`src/rtl/ddo_pkg.sv`:
```
`timescale 1ns / 1ps
`default_nettype none
// ----------------------------------------------------------------------------
// ddo_pkg
// Shared types, constants and arithmetic helpers for the odometry block.
// ----------------------------------------------------------------------------
package ddo_pkg;

    localparam int CORDIC_STEPS = 16;
    localparam int STEP_W       = $clog2(CORDIC_STEPS);

    localparam int CW     = 33;
    localparam int MUL_A_W = 34;
    localparam int MUL_B_W = 33;
    localparam int PROD_W  = MUL_A_W + MUL_B_W;

    localparam logic signed [CW-1:0] CORDIC_START = 33'sd652032874;
    localparam logic [29:0]          TURN_PER_RAD = 30'd683565276;

    localparam int CFG_IDX_W  = 1;
    localparam int CFG_DATA_W = 16;

    localparam logic [CFG_IDX_W-1:0] REG_WHEEL_RADIUS   = 1'd0;
    localparam logic [CFG_IDX_W-1:0] REG_INV_WHEEL_BASE = 1'd1;

    localparam logic [15:0] WHEEL_RADIUS_RST   = 16'd3277;
    localparam logic [15:0] INV_WHEEL_BASE_RST = 16'd1280;

    localparam logic ACTION_UPDATE   = 1'b0;
    localparam logic ACTION_SET_POSE = 1'b1;

    typedef enum logic [4:0] {
        S_IDLE,
        S_VR,
        S_VL,
        S_VSUM,
        S_DIFF,
        S_W,
        S_WTAKE,
        S_HDT,
        S_HABS,
        S_HHI,
        S_HLO,
        S_HSUM,
        S_HADD,
        S_WAITC,
        S_XC,
        S_XR,
        S_XD,
        S_XT,
        S_YC,
        S_YR,
        S_YD,
        S_YT,
        S_COMMIT
    } seq_state_t;

    typedef enum logic [1:0] {
        C_IDLE,
        C_RUN,
        C_FIX,
        C_DONE
    } cordic_state_t;

    typedef struct packed {
        logic        start;
        logic [31:0] angle;
    } cordic_req_t;

    typedef struct packed {
        logic                 done;
        logic signed [CW-1:0] cos_val;
        logic signed [CW-1:0] sin_val;
    } cordic_rsp_t;

    // arctangent of 2^-i as a binary angle
    function automatic logic [29:0] atan_turn(input logic [4:0] idx);
        logic [29:0] r;
        case (idx)
            5'd0:    r = 30'd536870912;
            5'd1:    r = 30'd316933406;
            5'd2:    r = 30'd167458907;
            5'd3:    r = 30'd85004756;
            5'd4:    r = 30'd42667331;
            5'd5:    r = 30'd21354465;
            5'd6:    r = 30'd10679838;
            5'd7:    r = 30'd5340245;
            5'd8:    r = 30'd2670163;
            5'd9:    r = 30'd1335087;
            5'd10:   r = 30'd667544;
            5'd11:   r = 30'd333772;
            5'd12:   r = 30'd166886;
            5'd13:   r = 30'd83443;
            5'd14:   r = 30'd41722;
            5'd15:   r = 30'd20861;
            5'd16:   r = 30'd10430;
            5'd17:   r = 30'd5215;
            5'd18:   r = 30'd2608;
            5'd19:   r = 30'd1304;
            5'd20:   r = 30'd652;
            5'd21:   r = 30'd326;
            5'd22:   r = 30'd163;
            5'd23:   r = 30'd81;
            5'd24:   r = 30'd41;
            5'd25:   r = 30'd20;
            5'd26:   r = 30'd10;
            5'd27:   r = 30'd5;
            5'd28:   r = 30'd3;
            5'd29:   r = 30'd1;
            default: r = 30'd0;
        endcase
        return r;
    endfunction

    // shift right by n, rounding to nearest with ties toward plus infinity
    function automatic logic signed [PROD_W-1:0] round_shift(
        input logic signed [PROD_W-1:0] p,
        input int unsigned              n
    );
        logic signed [PROD_W-1:0] half;
        logic signed [PROD_W-1:0] sum;
        half = PROD_W'(1) << (n - 1);
        sum  = p + half;
        return sum >>> n;
    endfunction

    function automatic logic signed [31:0] clamp32(input logic signed [PROD_W-1:0] v);
        logic signed [PROD_W-1:0] max_v;
        logic signed [PROD_W-1:0] min_v;
        logic signed [31:0]       r;
        max_v = PROD_W'(32'sh7FFF_FFFF);
        min_v = PROD_W'(32'sh8000_0000);
        if (v > max_v)
        begin
            r = 32'sh7FFF_FFFF;
        end
        else if (v < min_v)
        begin
            r = 32'sh8000_0000;
        end
        else
        begin
            r = v[31:0];
        end
        return r;
    endfunction

endpackage
`default_nettype wire

```
`src/rtl/ddo_cordic.sv`:
```
`timescale 1ns / 1ps
`default_nettype none
// ----------------------------------------------------------------------------
// ddo_cordic
// Iterative rotation-mode cordic, one micro-rotation per cycle.
// ----------------------------------------------------------------------------
module ddo_cordic
    import ddo_pkg::*;
(
    input  wire logic         clk,
    input  wire logic         rst_n,
    input  wire cordic_req_t  req,
    output cordic_rsp_t       rsp
);

    cordic_state_t        state_reg;
    cordic_state_t        state_next;
    logic [STEP_W-1:0]    step_reg;
    logic signed [CW-1:0] x_reg;
    logic signed [CW-1:0] y_reg;
    logic signed [CW-1:0] z_reg;
    logic                 flip_reg;

    logic                 flip_in;
    logic [31:0]          folded;
    logic signed [CW-1:0] x_sh;
    logic signed [CW-1:0] y_sh;
    logic signed [CW-1:0] atan_val;
    logic                 last_step;

    assign flip_in   = req.angle[31] ^ req.angle[30];
    assign folded    = {req.angle[31] ^ flip_in, req.angle[30:0]};
    assign x_sh      = x_reg >>> step_reg;
    assign y_sh      = y_reg >>> step_reg;
    assign atan_val  = CW'(atan_turn(5'(step_reg)));
    assign last_step = (step_reg == STEP_W'(CORDIC_STEPS - 1));

    always_comb
    begin
        state_next = state_reg;
        case (state_reg)
            C_IDLE:  state_next = C_IDLE;
            C_RUN:   state_next = last_step ? C_FIX : C_RUN;
            C_FIX:   state_next = C_DONE;
            C_DONE:  state_next = C_DONE;
            default: state_next = C_IDLE;
        endcase
        if (req.start)
        begin
            state_next = C_RUN;
        end
    end

    always_comb
    begin
        rsp.done    = (state_reg == C_DONE);
        rsp.cos_val = x_reg;
        rsp.sin_val = y_reg;
    end

    always_ff @(posedge clk or negedge rst_n)
    begin
        if (!rst_n)
        begin
            state_reg <= C_IDLE;
            step_reg  <= '0;
        end
        else
        begin
            state_reg <= state_next;
            if (req.start)
            begin
                step_reg <= '0;
            end
            else if (state_reg == C_RUN)
            begin
                step_reg <= step_reg + 1'b1;
            end
        end
    end

    always_ff @(posedge clk)
    begin
        if (req.start)
        begin
            x_reg    <= CORDIC_START;
            y_reg    <= '0;
            z_reg    <= CW'($signed(folded));
            flip_reg <= flip_in;
        end
        else if (state_reg == C_RUN)
        begin
            if (!z_reg[CW-1])
            begin
                x_reg <= x_reg - y_sh;
                y_reg <= y_reg + x_sh;
                z_reg <= z_reg - atan_val;
            end
            else
            begin
                x_reg <= x_reg + y_sh;
                y_reg <= y_reg - x_sh;
                z_reg <= z_reg + atan_val;
            end
        end
        else if (state_reg == C_FIX && flip_reg)
        begin
            x_reg <= -x_reg;
            y_reg <= -y_reg;
        end
    end

    a_start_runs: assert property (@(posedge clk) disable iff (!rst_n)
        req.start |=> (state_reg == C_RUN) && (step_reg == '0))
        else $error("cordic did not restart");

    a_last_fix: assert property (@(posedge clk) disable iff (!rst_n)
        (state_reg == C_RUN && last_step && !req.start) |=> (state_reg == C_FIX))
        else $error("cordic overran its step count");

    a_done_holds: assert property (@(posedge clk) disable iff (!rst_n)
        (rsp.done && !req.start) |=> (rsp.done && $stable(x_reg) && $stable(y_reg)))
        else $error("cordic result changed while idle");

endmodule
`default_nettype wire

```
`config.mk`:
```
export PLATFORM = sky130hd
export DESIGN_NAME = ddo_cordic
export DESIGN_NICKNAME = d
export VERILOG_FILES = /design/src/rtl/ddo_pkg.sv /design/src/rtl/ddo_cordic.sv
export SDC_FILE = /design/constraint.sdc
export NUM_CORES = 1
export LEC_CHECK = 0
export BUFFER_PORTS_ARGS = -buffer_cell sky130_fd_sc_hd__buf_4
export CAP_MARGIN = 20
export CORE_MARGIN = 3
export CORE_UTILIZATION = 55
export DETAILED_ROUTE_END_ITERATION = 8
export PLACE_DENSITY = 0.73
export SLEW_MARGIN = 30
export SYNTH_ARGS = -nofsm -noshare
export SYNTH_HDL_FRONTEND = slang
export SYNTH_SLANG_ARGS = --single-unit
```
`constraint.sdc`:
```
create_clock -name clk -period 7.3 [get_ports clk]
set_clock_uncertainty 0.15 [all_clocks]
set_input_delay 1.095 -clock clk [delete_from_list [all_inputs] [get_ports clk]]
set_output_delay 1.095 -clock clk [all_outputs]
set_load 0.05 [all_outputs]
```
* Word-level counts from Yosys, hierarchy flattened
Memory sizes are Yosys's and may differ from the RTL's. Cells that the tools add are included.
Word-level totals: logic and storage cells 43, bits of input ports 35, ROM bits 480, memories kept 1, bits in registers 106
Memories:
- (no name shown) | words 16, width 30, read ports 1, clocked after Yosys merged registers in 0, wr ports 0, RTL line ddo_pkg.sv:79 | case (idx)
Operators by class: shift-type cells 2, equality and inequality tests 4, multiplexer cells 14, bitwise operators 2, reduce and logical (&&, ||, !) cells 5, add/sub/neg operators 9
Operator list (count):
- 33-bit 2-to-1 mux | 9
- 33-bit adder | 2
- 33-bit negator | 2
- 33-bit by 4-bit >>> shifter with 33-bit output | 2
- 33-bit subtractor | 2
- 33-bit by 31-bit adder with 33-bit output | 1
- 33-bit by 31-bit subtractor with 33-bit output | 1
- 4-bit 2-to-1 mux | 2
- 2-bit case mux with 3 select lines | 1
- 4-bit by 1-bit adder with 4-bit output (second input constant) | 1
- 2-bit == test (second input constant) | 2
- 4-bit == test (second input constant) | 1
- 2-bit 2-to-1 mux | 2
- 2-bit nonzero test | 2
- 2-bit by 1-bit == test with 1-bit output (second input constant) | 1
- 2-bit logical NOT | 1
- 2-bit OR reduction | 1
- 1-bit bitwise XOR | 2
- 1-bit logical AND | 1

* Longest topological paths before layout
Gate-level depths: netlist of run 1. An unclocked memory read counts as a cell.
depth after elaboration 5, mapped depth 28, mapped depth without buffers 23

* Least setup slack after synthesis of run 1
Ideal clock, no wire load.
path kind flip-flop to flip-flop, start reg step_reg[3], end reg x_reg[32], period minus slack after synthesis 5.927 ns, buffers on the path 8, setup time 0.086 ns, setup slack 1.373 ns, data arrival time 5.691 ns, cell stages (with the launch flop) 28, cells stage by stage dfrtp_1 > buf_2 > buf_1 > clkbuf_1 > buf_2 > clkbuf_1 > buf_1 > clkbuf_1 > nand2_1 > o21ai_0 > ha_1 > nand3_1 > nor3_2 > and2_0 > buf_2 > a21oi_1 > xnor2_1 > ha_1 > and2_1 > o21ai_0 > a21boi_0 > or2_2 > a311oi_1 > o21ai_0 > a221o_1 > a21oi_1 > xnor2_1 > a211oi_1
Between the ends: word-level cells in the longest chain between the ends 4, elaborated cells between the ends (all ways) 5, those cells by class add/sub: 2; shift: 1; mux: 2
Ends and longest elaborated chain:
- start: declaration | RTL line ddo_cordic.sv:18 | logic [STEP_W-1:0] step_reg;
- start signal: assignment | RTL line ddo_cordic.sv:77 | step_reg <= step_reg + 1'b1;
- 33-bit by 4-bit >>> shifter with 33-bit output (*) | RTL line ddo_cordic.sv:34 | assign y_sh = y_reg >>> step_reg;
- 33-bit subtractor / 33-bit adder (equally long branches) | RTL line ddo_cordic.sv:95, ddo_cordic.sv:101
- 33-bit 2-to-1 mux (*) | RTL line ddo_cordic.sv:93 | if (!z_reg[CW-1])
- 33-bit 2-to-1 mux (*) | RTL line ddo_cordic.sv:91 | else if (state_reg == C_RUN)
- end signal: assignment | RTL line ddo_cordic.sv:95 | x_reg <= x_reg - y_sh;
- end signal: assignment | RTL line ddo_cordic.sv:101 | x_reg <= x_reg + y_sh;
- end signal: assignment | RTL line ddo_cordic.sv:108 | x_reg <= -x_reg;
- end: declaration | RTL line ddo_cordic.sv:19 | logic signed [CW-1:0] x_reg;
Mark *: on every way between the ends. The rest lies on a longest branch, timed or not. A chain may end at the register's enable or synchronous reset.

* Worst setup path after layout of run 1
start reg step_reg[0], end reg z_reg[32] (data pin)
Between the ends: word-level cells in the longest chain between the ends 5, elaborated cells between the ends (all ways) 6, those cells by class add/sub: 2; mux: 3; memory: 1
Ends and longest elaborated chain:
- memory read 16 x 30 bit (*)
- 33-bit by 31-bit subtractor with 33-bit output / 33-bit by 31-bit adder with 33-bit output (equally long branches) | RTL line ddo_cordic.sv:97, ddo_cordic.sv:103
- 33-bit 2-to-1 mux (*) | RTL line ddo_cordic.sv:93
- 33-bit 2-to-1 mux (*) | RTL line ddo_cordic.sv:91
- 33-bit 2-to-1 mux (*) | RTL line ddo_cordic.sv:84 | if (req.start)
- end signal: assignment | RTL line ddo_cordic.sv:88 | z_reg <= CW'($signed(folded));
- end signal: assignment | RTL line ddo_cordic.sv:97 | z_reg <= z_reg - atan_val;
- end signal: assignment | RTL line ddo_cordic.sv:103 | z_reg <= z_reg + atan_val;
- end: declaration | RTL line ddo_cordic.sv:21 | logic signed [CW-1:0] z_reg;
Mark *: on every way between the ends. The rest lies on a longest branch, timed or not. The select of a mux whose other input is x is not followed.

==> results of run 1 <==
[final timing paths]
check                            start           end  slack (ns)  cells after the start
min in group clk              y_reg[0]      y_reg[0]        0.48                      2
min reg2reg                   y_reg[0]      y_reg[0]        0.48                      2
max                        step_reg[0]     z_reg[32]        0.76                     19
min                              rst_n  state_reg[0]        0.34                      1
max in group asynchronous        rst_n   step_reg[2]        6.53                      1
max reg2reg                step_reg[0]     z_reg[32]        0.76                     19
[area by class of cell]
cell class / instances / area share
flip-flops and latches: 106 / 0.145
inverters: 42 / 0.00911
repair buffers: 129 / 0.0567
well taps: 384 / 0.0278
multi-input cells: 1781 / 0.745
clock buffers: 10 / 0.0145
clock inverters: 6 / 0.00253
[cell families (layout without fill, tap and decap cells)]
family,Yosys count,after routing,share of synthesized area
AOI/OAI and AO/OA,672,672,0.264
and+or+nand+nor,622,622,0.182
xor gates and xnor gates,221,221,0.120
buffers and inverters,189,187,0.0512
muxes,153,153,0.140
adders and majority gates,113,113,0.0888
DFF,106,106,0.154
[placed cells by master, fill, tap and decap left out, drive strengths merged, types with 38 or more instances in the layout]
master    n
nor2    198
nand2   194
a21oi   189
o21ai   159
buf     129
xnor2   116
ha      110
xor2    105
dfxtp    66
mux2i    57
mux4     53
a211oi   45
inv      45
mux2     43
nor3     41
a31oi    38
[worst max-delay path: cells and delay by family (launching register included)]
family,cells,cell delay (ns)
compound gates,8,2.29
xor+xnor,1,0.22
fa+ha+maj,3,1.22
buf+inv,1,0.48
flops,1,0.75
simple gates,6,1.25
[metrics by stage]
step	instances	hold WS, ns	setup slack, ns	area, µm²	utilization
4_1_cts	2458	0.326	0.904	17300	0.600
3_3_place_gp	2441	0.449	1.04	17000	0.589
2_1_floorplan	2076	0.358	1.37	16200	-
6_report	2458	0.337	0.755	17300	0.600
5_1_grt	2458	0.335	0.306	17300	0.600
3_5_place_dp	2442	0.460	0.952	17000	0.589
[per-layer routing]
metal / routed length, µm / share of wire
met1: 23800 / 0.41
met2: 26400 / 0.45
met3: 5280 / 0.091
met4: 2800 / 0.048
met5: 0 / 0
==> summary.txt, run 1 <==
Route
  – Final ANT Viol Nets: 0
  – Vias: 16.7k
  – Routed wire length: 58,300 µm
  – Avg Vias per Cell: 6.80
  – Routed length per instance: 23.7 µm
  – DRC errors left: 0
  – DRT Pass-1 Iters: 6
  – First DRT Iteration DRCs: 1,827

GRT
  – Met3 usage: 0.0627
  – Peak-usage layer in the global routing report: met2
  – Vias in the first global route: 15.7k
  – Met2 GRT Util: 0.585
  – GR Util met1: 0.480
  – Pin count of the biggest net entering global routing: 70
  – Antenna violations before repair: 0
  – First-pass GRT wire length: 90,100 µm
  – GRT Residual Overflow: 0
  – Global Route Usage Sum: 0.365

Clocking
  – TritonCTS clock tree: done
  – Total clock sinks: 106
  – Clock tree root driver cell: clkbuf_16
  – Postcts setup bufs: 0
  – Worst-path clk slew: 0.09 ns
  – Clock Tree Buf Depth: 2
  – CTS Buf Count: 9
  – Later-pin clock latency in the skew report: 0.40 ns
  – H-tree depth: 3
  – Cells resized by post-CTS repair: 0
  – Hold_buf cts: 0

STA
  – Slew Viols, Final: 0
  – Sum Neg Setup Slack: 0 ns
  – Max-slew headroom: 0.308
  – Tmin final: 6.54 ns
  – Measured slew at the worst slew-check pin: 1.04 ns
  – Fin. Hold Viols: 0
  – RSZ-0062 raised after global routing: no
  – Max Clk Rate: 0.153 GHz
  – Setup violations, final: 0
  – Final worst path period share: 0.897

Synthesis
  – Most common cell in the netlist: nor2_1
  – Ys async rst share: 0.0566
  – Synthesis Warnings: 0
  – Post-synth EDFFs: 34
  – Sequential share of the synthesized area: 0.154
  – Yosys reg bits: 106
  – Syn Nets: 2,224
  – Synth area leader: ha_1
  – Mapped Cells: 2,076
  – Mapped Avg Cell Area: 7.79 µm²
  – Post-synth cell types: 95
  – Share of Yosys cell area claimed by the top area cell type: 0.0851
  – Synth Flop Type: dfxtp_1
  – Top cells by area, synth: ha_1 8.5%, dfxtp_1 8.2%, mux4_2 6.7%
  – Syn Std Cell Area: 16,200 µm²
  – Commonest cells in the netlist: 196 x nor2_1, 193 x nand2_1, 189 x a21oi_1, 156 x o21ai_0, 116 x xnor2_1

Final layout
  – Layout cells sized above 1: 0.137
  – Layout overhead on the synthesized area: 6.94%
  – Layout net count: 2,217
  – Ant. Diodes: 0
  – Filler instances: 2,693
  – Register Area: 2500 µm²
  – Area of the multi-input gates: 12,900 µm²

Setup path
  – Slowest CP cell: dfrtp_4
  – Req. time, crit path: 7.39 ns
  – CP Launch Type: register
  – CP cell instances: inv_1 -> ha_1 -> nand2_1 -> a21oi_1 -> a21oi_1 -> ha_1 -> o2111a_1 -> nand4b_1 -> nor2_1 -> nor2_1 -> xor2_1 -> ha_1 -> and4_1 -> nand3_1 -> o41a_1 -> o21bai_1 -> a21boi_0 -> a311o_1 -> a21oi_1
  – Critical path class: reg -> reg
  – CP peak stage delay: 0.75 ns
  – Critical Path Fanout Max: 36
  – Setup crit end kind: register
  – Critical path arrival: 6.63 ns

Floorplan
  – Die height: 178 µm
  – Initial Util: 0.561
  – Die area: 31,500 µm²
  – Num ports: 102
  – Cell Rows: 62
  – Core Footprint: 28,900 µm²
  – Die Wd: 178 µm

Place
  – Hpwl dp: 43,200 µm
  – RePlAce Congestion: 1.04
  – Input/output buffers: 101

Job
  – Max cap viols: 0

Worst hold path
  – Worst hold-check path type: in -> async

Status
  – Status: complete, no violations
Power of run 1 is left out: the tool's default activity adds up to more than one toggle a clock period on the data nets, which glitch-free logic cannot reach.
==> run 2, diff against run 1 <==
--- a/config.mk
+++ b/config.mk
@@ -7,6 +7,7 @@
 export LEC_CHECK = 0
 export BUFFER_PORTS_ARGS = -buffer_cell sky130_fd_sc_hd__buf_4
 export CAP_MARGIN = 20
+export CORE_ASPECT_RATIO = 0.9
 export CORE_MARGIN = 3
 export CORE_UTILIZATION = 55
 export DETAILED_ROUTE_END_ITERATION = 8
==> summary.txt, run 2 (synthesis gave the netlist of run 1 again) <==
Status
  – Status: complete, no violations

Setup path
  – Setup crit start: step_reg[0]
  – Critical path class: reg -> reg
  – Worst Setup EP: x_reg[32]
  – Req. time, crit path: 7.45 ns (+0.06 ns)
  – Worst r2r dst: x_reg[32]
  – Slowest CP cell: dfrtp_4
  – R2R cell count: 20 (+1)
  – Flop-to-flop setup slack: 0.66 ns (-0.10 ns)
  – CP Launch Type: register
  – Critical Path Fanout Max: 52 (+44%)
  – CP peak stage delay: 0.95 ns (+0.20 ns)
  – Setup crit end kind: register
  – Worst R2R Start: step_reg[0]
  – CP cell instances: mux4_1 -> a22o_1 -> a221oi_1 -> and2_1 -> nand4b_2 -> nor3_2 -> and2_0 -> a21oi_1 -> xnor2_1 -> ha_1 -> and2_1 -> o21ai_0 -> a21boi_0 -> or2_2 -> a311oi_1 -> o21ai_0 -> a221o_1 -> a21oi_1 -> xnor2_1 -> a211oi_1
  – Critical path arrival: 6.80 ns (+0.17 ns)

Final layout
  – Ant. Diodes: 0 (unchanged)
  – Filler instances: 2,631 (-2.3%)
  – Fin cells: 2,466 (+0.33%)
  – Most frequent cells in the layout: 195 x nor2_1, 192 x nand2_1, 189 x a21oi_1, 156 x o21ai_0, 128 x buf_4
  – Layout overhead on the synthesized area: 7.30%
  – Commonest non-fill, non-tap cell in the layout: nor2_1
  – Layout cells sized above 1: 0.139 (+0.00179)
  – Layout net count: 2,219 (+0.090%)

Route
  – First DRT Iteration DRCs: 2,065 (+13%)
  – DRT Pass-1 Iters: 7 (+1)
  – Routed wire length: 56,000 µm (-3.9%)
  – Vias: 16.5k (-1.1%)
  – Routed length per instance: 22.7 µm (-4.2%)
  – Avg Vias per Cell: 6.70 (-1.4%)
  – DRC errors left: 0 (unchanged)
  – Final ANT Viol Nets: 0 (unchanged)

Clocking
  – Clock Tree Buf Depth: 2 (unchanged)
  – Hold_buf cts: 0 (unchanged)
  – H-tree depth: 3 (unchanged)
  – Clock tree root driver cell: clkbuf_16
  – Cells resized by post-CTS repair: 0 (unchanged)
  – Worst-path clk slew: 0.09 ns (about the same)
  – Later-pin clock latency in the skew report: 0.38 ns (-0.02 ns)
  – Postcts setup bufs: 0 (unchanged)
  – CTS Buf Count: 9 (unchanged)
  – TritonCTS clock tree: done
  – Total clock sinks: 106 (unchanged)

STA
  – Setup violations, final: 0 (unchanged)
  – RSZ-0062 raised after global routing: no
  – Tmin final: 6.64 ns (+0.0968 ns)
  – Max Clk Rate: 0.151 GHz (-1.5%)
  – Measured slew at the worst slew-check pin: 0.886 ns (-0.151 ns)
  – Sum Neg Setup Slack: 0 ns (unchanged)
  – Fin. Hold Viols: 0 (unchanged)
  – Final worst path period share: 0.910 (+0.0133)
  – Slew Viols, Final: 0 (unchanged)
  – Max-slew headroom: 0.409 (+0.102)

GRT
  – Pin count of the biggest net entering global routing: 78 (+11%)
  – First-pass GRT wire length: 87,300 µm (-3.0%)
  – GRT Residual Overflow: 0 (unchanged)
  – Antenna violations before repair: 0 (unchanged)
  – Vias in the first global route: 15.2k (-3.0%)
  – Global Route Usage Sum: 0.347 (-0.0180)

Floorplan
  – Num ports: 102 (unchanged)
  – Die area: 31,500 µm² (about the same)
  – Initial Util: 0.569 (+0.00809)
  – Die height: 169 µm (-5.0%)
  – Cell Rows: 58 (-6.5%)
  – Core Footprint: 28,400 µm² (-1.4%)
  – Die Wd: 187 µm (+5.2%)

Place
  – Hpwl dp: 41,600 µm (-3.7%)
  – Input/output buffers: 101 (unchanged)
  – RePlAce Congestion: 1.03 (-1.1%)
  – Cells after DPL: 2,450 (+0.33%)

Job
  – Max cap viols: 0 (unchanged)

Worst hold path
  – Worst hold-check path type: in -> async
## run 2: cell types whose count changed in the layout (fill, tap and decap cells not counted), sizes merged
| cell | change |
|---|---|
| inv | -1 |
| buf | +2 |
| clkinvlp | +1 |
## run 2: through the flow
| step | area, µm² | util | setup WS, ns | hold WS (ns) |
|---|---|---|---|---|
| after floorplan | 16200 | - | 1.37 | 0.358 |
| after global placement | 17100 | 0.599 | 0.898 | 0.444 |
| after detailed placement | 17100 | 0.600 | 0.803 | 0.448 |
| after CTS | 17400 | 0.610 | 0.742 | 0.347 |
| after global routing | 17400 | 0.610 | 0.215 | 0.348 |
| final | 17400 | 0.610 | 0.659 | 0.361 |
## run 2: cell type report
class	count	area, µm²	share of cell area
Clock buffer	10	250	0.0144
Clock inverter	6	46.3	0.00267
Inverter	42	158	0.00908
Timing Repair Buffer	131	1020	0.0588
Sequential cell	106	2500	0.144
Tap cell	390	488	0.0281
Multi-Input combinational cell	1781	12900	0.743
## run 2: how the worst min path moves through the flow
stage	start	end	slack, ns
2_1_floorplan	state_reg[1]	state_reg[0]	0.36
3_3_place_gp	state_reg[1]	state_reg[0]	0.44
3_5_place_dp	state_reg[1]	state_reg[0]	0.45
4_1_cts	rst_n	step_reg[1]	0.35
5_1_grt	rst_n	step_reg[1]	0.35
6_report	rst_n	step_reg[1]	0.36
## run 2: metal layers
metal | global-route usage | vias to the layer above | wire length [µm]
li1 | - | 7709 | -
met1 | 0.497 | 7769 | 24400
met2 | 0.519 | 948 | 23500
met3 | 0.0806 | 108 | 6400
met4 | 0.111 | 0 | 1710
met5 | 0 | - | 0
## run 2: critical path, delay by kind of cell, from the launching register on
kind | cells | cell delay (ns)
flops | 1 | 0.95
simple gates | 6 | 1.60
xor+xnor | 2 | 0.29
compound gates | 10 | 2.64
mux | 1 | 0.69
fa+ha+maj | 1 | 0.21
Power of run 2 is left out for the same reason.
==> run 3, diff against run 2 <==
--- a/config.mk
+++ b/config.mk
@@ -7,12 +7,13 @@
 export LEC_CHECK = 0
 export BUFFER_PORTS_ARGS = -buffer_cell sky130_fd_sc_hd__buf_4
 export CAP_MARGIN = 20
-export CORE_ASPECT_RATIO = 0.9
 export CORE_MARGIN = 3
 export CORE_UTILIZATION = 55
+export CTS_BUF_LIST = sky130_fd_sc_hd__clkbuf_2 sky130_fd_sc_hd__clkbuf_4 sky130_fd_sc_hd__clkbuf_8
 export DETAILED_ROUTE_END_ITERATION = 8
 export PLACE_DENSITY = 0.73
 export SLEW_MARGIN = 30
 export SYNTH_ARGS = -nofsm -noshare
 export SYNTH_HDL_FRONTEND = slang
 export SYNTH_SLANG_ARGS = --single-unit
+export TNS_END_PERCENT = 20
==> summary.txt, run 3 (synthesis gave the netlist of run 1 again) <==
Job
  – Max cap viols: 0 (unchanged)

Floorplan
  – Die Wd: 178 µm (-5.0%)
  – Num ports: 102 (unchanged)
  – Initial Util: 0.561 (-0.00809)
  – Die area: 31,500 µm² (about the same)
  – Die height: 178 µm (+5.2%)
  – Cell Rows: 62 (+6.9%)
  – Core Footprint: 28,900 µm² (+1.4%)

Clocking
  – Later-pin clock latency in the skew report: 0.46 ns (+0.08 ns)
  – Postcts setup bufs: 0 (unchanged)
  – CTS Buf Count: 9 (unchanged)
  – Hold_buf cts: 0 (unchanged)
  – Total clock sinks: 106 (unchanged)
  – H-tree depth: 3 (unchanged)
  – Cells resized by post-CTS repair: 0 (unchanged)
  – TritonCTS clock tree: done
  – Worst-path clk slew: 0.13 ns (+0.04 ns)
  – Clock tree root driver cell: clkbuf_8
  – Clock Tree Buf Depth: 2 (unchanged)

Route
  – Met2 Wirelength: 26,900 µm (+14%)
  – DRC errors left: 0 (unchanged)
  – Top sig layer: met4
  – Metal-1 WL: 24,200 µm (-0.99%)
  – Routed wire length: 58,500 µm (+4.5%)
  – Routed length per instance: 23.8 µm (+4.8%)
  – Avg Vias per Cell: 6.77 (+1.0%)
  – Final ANT Viol Nets: 0 (unchanged)
  – Vias: 16.7k (+0.71%)
  – Met3 WL: 5000 µm (-22%)
  – DRT Pass-1 Iters: 6 (-1)
  – First DRT Iteration DRCs: 1,750 (-15%)

GRT
  – Antenna violations before repair: 0 (unchanged)
  – Pin count of the biggest net entering global routing: 70 (-10%)
  – GRT Residual Overflow: 0 (unchanged)
  – Global Route Usage Sum: 0.365 (+0.0174)
  – Vias in the first global route: 15.7k (+3.0%)
  – First-pass GRT wire length: 89,900 µm (+2.9%)

Setup path
  – Setup crit end kind: register
  – Critical path arrival: 6.75 ns (-0.05 ns)
  – CP Buf/Inv Count: 1 (+1)
  – Critical path class: reg -> reg
  – CP peak stage delay: 0.77 ns (-0.18 ns)
  – Slowest CP cell: dfrtp_4
  – Cell family with most CP delay: compound AO/OA/AOI/OAI gates
  – Critical Path Fanout Max: 36 (-31%)
  – CP cell instances: inv_1 -> ha_1 -> nand2_1 -> a21oi_1 -> a21oi_1 -> ha_1 -> o2111a_1 -> nand4b_1 -> nor2_1 -> nor2_1 -> xor2_1 -> ha_1 -> and4_1 -> nand3_1 -> o41a_1 -> o21bai_1 -> a21boi_0 -> a311o_1 -> a21oi_1
  – CP Launch Type: register
  – Req. time, crit path: 7.45 ns (about the same)

STA
  – Sum Neg Setup Slack: 0 ns (unchanged)
  – Setup violations, final: 0 (unchanged)
  – Max-slew headroom: 0.296 (-0.113)
  – Max Clk Rate: 0.152 GHz (+0.68%)
  – Slew Viols, Final: 0 (unchanged)
  – Measured slew at the worst slew-check pin: 1.05 ns (+0.168 ns)
  – Tmin final: 6.60 ns (-0.0446 ns)
  – Final worst path period share: 0.904 (-0.00610)
  – Fin. Hold Viols: 0 (unchanged)
  – RSZ-0062 raised after global routing: no

Final layout
  – Layout cells sized above 1: 0.137 (-0.00179)
  – Layout overhead on the synthesized area: 6.34%
  – Ant. Diodes: 0 (unchanged)
  – Filler instances: 2,701 (+2.7%)
  – Commonest non-fill, non-tap cell in the layout: nor2_1
  – Fin cells: 2,458 (-0.32%)
  – Most frequent cells in the layout: 195 x nor2_1, 192 x nand2_1, 189 x a21oi_1, 156 x o21ai_0, 128 x buf_4
  – Layout net count: 2,217 (-0.090%)
  – Final design area excluding fillers: 17,200 µm² (-0.89%)

Place
  – Hpwl dp: 43,200 µm (+3.9%)
  – Dpl cell area: 17,000 µm² (-0.28%)
  – Cells after DPL: 2,442 (-0.33%)
  – RePlAce Congestion: 1.04 (+1.2%)
  – Input/output buffers: 101 (unchanged)

Worst hold path
  – Worst hold-check path type: in -> async

Status
  – Status: complete, no violations
-- run 3: metrics by stage --
step	hold slack, ns	worst slack (ns)	utilization
2_1_floorplan	0.358	1.37	-
3_3_place_gp	0.449	1.04	0.589
3_5_place_dp	0.460	0.952	0.589
4_1_cts	0.244	0.897	0.596
5_1_grt	0.256	0.290	0.596
6_report	0.264	0.703	0.596
-- run 3: worst paths after layout --
check	start	endpoint	slack (ns)	depth (start not counted)
worst max-delay path	step_reg[0]	z_reg[32]	0.70	19
worst min-delay path	rst_n	state_reg[1]	0.26	1
worst max register to register	step_reg[0]	z_reg[32]	0.70	19
worst min register to register	state_reg[1]	state_reg[0]	0.49	1
max in group asynchronous	rst_n	step_reg[2]	6.60	1
min in group clk	state_reg[1]	state_reg[0]	0.49	1
-- run 3: per-layer routing --
metal	GRT usage	vias to the layer above
met5	0	-
met4	0.156	0
met3	0.0573	134
met2	0.592	845
met1	0.480	7971
li1	-	7702
-- run 3: layout make-up --
type                       instances  area (µm²)  area share
sequential                       106        2500       0.146
tap                              384         480      0.0279
inverter                          42         158     0.00916
clock inverter                     7        73.8     0.00429
clock buffer                       9         124     0.00720
multi-input combinational       1781       12900       0.749
timing repair buffer             129         981      0.0570
Power of run 3 is left out for the same reason.
